--- src/design/cfnu_pkg.sv ---
// ============================================================================
// Candle flicker node update - shared package
// Types, constants and codes used by the node update datapath.
// ============================================================================
`default_nettype none

package cfnu_pkg;

    // Node state store geometry.
    localparam int NODES       = 1024;
    localparam int NODE_ADDR_W = $clog2(NODES);
    localparam int NODE_IDX_W  = 10;
    localparam int BYTE_W      = 8;
    localparam int GREEN_W     = 7;
    localparam int CALM_W      = 4;
    localparam int CFG_ADDR_W  = 2;
    localparam int CFG_DATA_W  = 8;

    localparam logic [BYTE_W-1:0] BYTE_MAX = 8'd255;

    // Opcodes of an input beat.
    localparam logic OP_INIT   = 1'b0;
    localparam logic OP_UPDATE = 1'b1;

    // Configuration register indexes.
    localparam logic [CFG_ADDR_W-1:0] CFG_FLAME_AGILITY    = 2'd0;
    localparam logic [CFG_ADDR_W-1:0] CFG_WIND_CALMNESS    = 2'd1;
    localparam logic [CFG_ADDR_W-1:0] CFG_WIND_VARIABILITY = 2'd2;
    localparam logic [CFG_ADDR_W-1:0] CFG_WIND_BASELINE    = 2'd3;

    typedef struct packed {
        logic                  opcode;
        logic [NODE_IDX_W-1:0] node_index;
        logic [BYTE_W-1:0]     rand_gust_red;
        logic [BYTE_W-1:0]     rand_wind_red;
        logic [BYTE_W-1:0]     rand_knock_red;
        logic [BYTE_W-1:0]     rand_flame_red;
        logic [BYTE_W-1:0]     rand_gust_green;
        logic [BYTE_W-1:0]     rand_wind_green;
        logic [BYTE_W-1:0]     rand_knock_green;
        logic [BYTE_W-1:0]     rand_flame_green;
    } in_beat_t;

    typedef struct packed {
        logic [NODE_IDX_W-1:0] out_node;
        logic [BYTE_W-1:0]     red;
        logic [GREEN_W-1:0]    green;
    } out_beat_t;

    // One 40-bit entry of the node state store.
    typedef struct packed {
        logic [BYTE_W-1:0] flame_r;
        logic [BYTE_W-1:0] filt_r;
        logic [BYTE_W-1:0] flame_g;
        logic [BYTE_W-1:0] filt_g;
        logic [BYTE_W-1:0] wind;
    } node_state_t;

    localparam int NODE_STATE_W = $bits(node_state_t);

    typedef struct packed {
        logic [BYTE_W-1:0] flame_agility;
        logic [CALM_W-1:0] wind_calmness;
        logic [BYTE_W-1:0] wind_variability;
        logic [BYTE_W-1:0] wind_baseline;
    } cfg_t;

    // State that one color pass works on.
    typedef struct packed {
        logic [BYTE_W-1:0] flame;
        logic [BYTE_W-1:0] filt;
        logic [BYTE_W-1:0] wind;
    } pass_state_t;

    // Random bytes consumed by one color pass.
    typedef struct packed {
        logic [BYTE_W-1:0] gust;
        logic [BYTE_W-1:0] new_wind;
        logic [BYTE_W-1:0] knock;
        logic [BYTE_W-1:0] new_flame;
    } pass_rand_t;

endpackage : cfnu_pkg

`default_nettype wire

--- src/design/cfnu_flicker_pass.sv ---
// ============================================================================
// Candle flicker node update - flicker pass
// One color pass: wind gust, wind decay, flame rise, knockdown and the
// constant-rate filter on the flame height.
// ============================================================================
`default_nettype none

module cfnu_flicker_pass (
    input  wire cfnu_pkg::cfg_t        cfg,
    input  wire cfnu_pkg::pass_state_t cur,
    input  wire cfnu_pkg::pass_rand_t  rnd,
    output cfnu_pkg::pass_state_t      nxt
);

    logic [cfnu_pkg::BYTE_W-1:0] wind_gust;
    logic [cfnu_pkg::BYTE_W-1:0] wind_decay;
    logic [cfnu_pkg::BYTE_W-1:0] wind_shifted;
    logic [cfnu_pkg::BYTE_W-1:0] flame_rise;
    logic [cfnu_pkg::BYTE_W-1:0] flame_final;
    logic [cfnu_pkg::BYTE_W-1:0] filt_final;

    always_comb begin
        wind_gust    = (rnd.gust < cfg.wind_variability) ? rnd.new_wind : cur.wind;
        wind_decay   = (wind_gust > cfg.wind_baseline) ? wind_gust - 8'd1 : wind_gust;
        flame_rise   = (cur.flame < cfnu_pkg::BYTE_MAX) ? cur.flame + 8'd1 : cur.flame;
        wind_shifted = wind_decay >> cfg.wind_calmness;
        flame_final  = (rnd.knock < wind_shifted) ? rnd.new_flame : flame_rise;

        // The filter moves by a fixed step and never wraps past either end.
        filt_final = cur.filt;
        if (flame_final > cur.filt) begin
            if (cur.filt < (cfnu_pkg::BYTE_MAX - cfg.flame_agility)) begin
                filt_final = cur.filt + cfg.flame_agility;
            end
        end else begin
            if (cur.filt > cfg.flame_agility) begin
                filt_final = cur.filt - cfg.flame_agility;
            end
        end

        nxt.flame = flame_final;
        nxt.filt  = filt_final;
        nxt.wind  = wind_decay;
    end

endmodule : cfnu_flicker_pass

`default_nettype wire

--- config.mk ---
export PLATFORM = sky130hd
export DESIGN_NAME = cfnu_flicker_pass
export DESIGN_NICKNAME = d
export VERILOG_FILES = /design/src/design/cfnu_pkg.sv /design/src/design/cfnu_flicker_pass.sv
export SDC_FILE = /design/constraint.sdc
export NUM_CORES = 1
export LEC_CHECK = 0
export CELL_PAD_IN_SITES_DETAIL_PLACEMENT = 1
export CELL_PAD_IN_SITES_GLOBAL_PLACEMENT = 2
export CORE_MARGIN = 4
export CORE_UTILIZATION = 38
export DETAILED_ROUTE_END_ITERATION = 7
export DONT_BUFFER_PORTS = 1
export PLACE_DENSITY_LB_ADDON = 0.1
export SLEW_MARGIN = 10
export SYNTH_ARGS = -nofsm -noshare
export SYNTH_HDL_FRONTEND = slang
export SYNTH_SLANG_ARGS = --single-unit
--- constraint.sdc ---
create_clock -name vclk -period 27.2
set_input_delay 2.72 -clock vclk [all_inputs]
set_output_delay 2.72 -clock vclk [all_outputs]
set_load 0.01 [all_outputs]
=== Word-level counts from Yosys, hierarchy flattened ===
Index checks and enable logic that the tools add are counted.

* Register bits after elaboration: 0
* Output and inout bits: 24

* Add/subtract/negate cells: 5
* $lt $le $gt $ge: 7
* Shift-type cells: 1
* Mux-type cells: 7

{| class="wikitable"
|+ Operator list
! kind !! number
|-
| two-way mux 8 bit || 7
|-
| greater-than comparator 8 bit || 3
|-
| less-than comparator 8 bit || 3
|-
| adder 8 x 1 -> 8 bit, second input constant || 1
|-
| adder 8 bit || 1
|-
| less-than comparator 8 bit, second input constant || 1
|-
| >> shifter 8 x 4 -> 8 bit || 1
|-
| subtractor 8 x 1 -> 8 bit, second input constant || 1
|-
| subtractor 8 bit || 1
|-
| subtractor 8 bit, first input constant || 1
|}

=== Logic depth before layout (Yosys ltp) ===
* Word-level depth: 9
* Gate-level depth with buffers: 42
* Gate-level depth less buffers: 40

=== Least setup slack after synthesis ===
OpenSTA, ideal clock, no wires.

* Path type: input to output
* Start point: in cfg[9] in the netlist's numbering
* End point: out nxt[8] in the netlist's numbering
* Arrival: 10.801 ns
* Data required time: 24.480 ns
* Slack: 13.679 ns
* Stages on the path: 37
* Cells stage by stage: inv_1 > ha_1 > a2111o_1 > a21oi_4 > clkbuf_1 > mux2_2 > ha_1 > nor2b_1 > o21ai_0 > nand2b_1 > a211oi_1 > o21a_1 > or4_1 > nor2_1 > xnor2_1 > mux2_2 > a2111oi_0 > a21oi_1 > ha_1 > a21o_1 > a21o_1 > or4b_2 > a2111oi_2 > a21oi_4 > mux2_2 > ha_1 > nor2b_1 > o21a_1 > o21ai_0 > nand2b_1 > a21oi_1 > o21ai_0 > o21ai_1 > or2_2 > clkbuf_1 > nand2_1 > o21ai_0

{| class="wikitable"
|+ RTL lines
! item !! line !! text
|-
| start, declared || cfnu_flicker_pass.sv:9 || <nowiki>input wire cfnu_pkg::cfg_t cfg,</nowiki>
|-
| end, declared || cfnu_flicker_pass.sv:12 || <nowiki>output cfnu_pkg::pass_state_t nxt</nowiki>
|}

==> reports/metrics.cfg <==
[setup_path]
endpoint=nxt[11]
slowest_delay_ns=0.66
critPathCaptureType=primary output
path_max_fanout=18
cp-start-kind=input port
cp-startpoint=cfg[9]
critical_path_class=input port to primary output
cp.required_ns=24.48
arrival_ns=11.34
crit_slowest_cell=or4b_2

[sta]
slew_violations=0
tightestPinTransition_ns=0.795
slew_headroom_pct=45.6
tns_ns=0
setup_ws_ns=13.14
fin_crit_ns=14.06
rsz0062_at_grt=false
hold_viol=0
fin_crit_sh_pct=51.7
finalSetupViolCount=0
timing.fmax_mhz=71.1

[detailed_routing]
dr_wl_met3_microns=713
wl_met2_microns=3260
drt_iter0_drc=55
avgViaCountPerCell=5.87
top_layer=met4
antenna_left=0
drt_wl_total_microns=7060
wl_per_cell_microns=17.5
drc=0
first_pass_iters=4
num_vias=2365
wl_met1_microns=3060

[floorplan]
core_sq_um=6030
num_rows=28
die_w_microns=87.4
die-area_sq_um=7640
fp.dieH_microns=87.4
io_pins=108
initial_core_util_pct=39.7

[clock_tree]
holdBufCountCts=0
post_cts_buffers=0
cts-resized-gates=0

[layout]
fill_cells=779
final_area_sq_um=2460
num-clock-buffers=0
nNetsFinal=462
final_cell_mix=ha_1 (46), inv_1 (45), a21oi_1 (29)
seq_area_sq_um=0
num_antenna_cells=0
layout_commonest_cell=ha_1
area_growth_syn_to_layout_pct=2.82
multiInputGateArea_sq_um=2200
drive_above_1_share_pct=7.32
design.seq.count=0

[global_routing]
grt_pass1_wl_microns=11500
grt_max_degree=19
grt.total_usage_pct=17.9
grt_overflow=0
grt_pass1_vias=2573
grt_antenna_before_repair=0

[place]
dpl_cell_area_sq_um=2460
post-place-ws_ns=13.13
routabilityCongestion=0.788
hpwlAfterDp_microns=6340
numPortBuffers=0

[logic_synthesis]
synth_xor_area_share_pct=5.12
synth_fa_ha_area_share_pct=26.2
seq_area_frac_synth_pct=0
synth_mux_area_share_pct=11.7
syn_inst=335
synth_compound_area_share_pct=29.5
yosysWarningCount=0
synth_top_family_by_area=compound AO/OA/AOI/OAI gates
yosys.area_share.simple_pct=19.4
syn_area_sq_um=2390
syn_nets=467
avgSynthCellArea_sq_um=7.15
synth.distinct_cells=48

[pwr]
p_leak_nw=1.15
power_uw=60.5
powerDensity_nw_per_um2=24.6
peakVddDrop_mv=0.00783

[min_path]
min_path_type=input port to primary output

[outcome]
status=finished clean

[job]
cap_viol_max_count=0

-- worst min path at each step --
| stage | startpoint | endpoint | depth (start not counted) | slack [ns] |
|---|---|---|---|---|
| 6_report | rnd[0] | nxt[16] | 1 | 5.60 |
| 5_1_grt | rnd[0] | nxt[16] | 1 | 5.60 |
| 4_1_cts | rnd[0] | nxt[16] | 1 | 5.60 |
| 3_5_place_dp | rnd[0] | nxt[16] | 1 | 5.60 |
| 3_3_place_gp | rnd[0] | nxt[16] | 1 | 5.61 |
| 2_1_floorplan | rnd[2] | nxt[18] | 2 | 5.58 |
-- through the flow --
step                cells  util (%)  hold WS [ns]
floorplan             335         -          5.58
global placement      403      40.9          5.61
detailed placement    403      40.9          5.60
CTS                   403      40.9          5.60
global route          403      40.9          5.60
finish                403      40.9          5.60
-- routing by layer --
layer	vias to the layer above	track usage, %
met1	1072	21.9
met4	0	0.837
li1	1212	-
met3	2	5.01
met2	79	32.4
met5	-	0
-- worst max-delay path: cells and delay by family --
family	cells	cell delay (ns)
XOR/XNOR	1	0.14
AND/OR/NAND/NOR	9	2.37
multiplexers	3	0.96
adder cells (fa/ha/maj)	4	1.17
AO/OA/AOI/OAI	19	3.81
buffers and inverters	2	0.16
-- cells by family after synthesis --
kind of cell             count (synthesis)
AND/OR/NAND/NOR                         91
buffers and inverters                   52
AO/OA/AOI/OAI                          104
XOR/XNOR                                14
multiplexers                            25
adder cells (fa/ha/maj)                 49
-- cell usage after synthesis, types with 2 or more instances --
| library cell | instances | share of area [%] |
|---|---|---|
| o21ai_0 | 17 | 3.6 |
| and3_1 | 3 | 0.78 |
| xor2_1 | 4 | 1.5 |
| a22o_1 | 2 | 0.73 |
| nor4_1 | 5 | 1.3 |
| mux2i_1 | 10 | 4.2 |
| a21oi_1 | 29 | 6.1 |
| o22a_1 | 4 | 1.5 |
| or3_1 | 2 | 0.52 |
| nand4_1 | 3 | 0.78 |
| ha_1 | 46 | 24 |
| o22ai_1 | 6 | 1.6 |
| nor3_1 | 7 | 1.5 |
| o32ai_1 | 2 | 0.73 |
| fa_1 | 2 | 1.7 |
| o21a_1 | 3 | 0.94 |
| a2111oi_2 | 2 | 1.3 |
| or2_2 | 2 | 0.52 |
| mux2_2 | 14 | 6.6 |
| clkbuf_1 | 7 | 1.1 |
| and4_1 | 2 | 0.73 |
| a21o_1 | 8 | 2.5 |
| nand2b_1 | 6 | 1.6 |
| or4_1 | 2 | 0.63 |
| nor2_1 | 28 | 4.4 |
| nand2_1 | 14 | 2.2 |
| xnor2_1 | 10 | 3.7 |
| a21boi_0 | 2 | 0.63 |
| a221oi_1 | 2 | 0.73 |
| a2111oi_0 | 2 | 0.73 |
| and2_1 | 2 | 0.52 |
| o21bai_1 | 10 | 3.1 |
| a31oi_1 | 4 | 1.0 |
| inv_1 | 45 | 7.1 |
| nand3_1 | 8 | 1.7 |
| nor2b_1 | 4 | 1.0 |
| a211oi_1 | 4 | 1.3 |
| a21oi_4 | 2 | 1.4 |
-- cell type report --
type                            instances  area share, %
Inverter                               45           6.86
Tap cell                               75           3.81
Multi-Input combinational cell        283           89.3
-- report_power, final --
group,switching [mW],internal [mW]
clock,0,0
combinational,0.0359,0.0246
sequential,0,0
No activity file was read; power rests on OpenSTA's default activity.
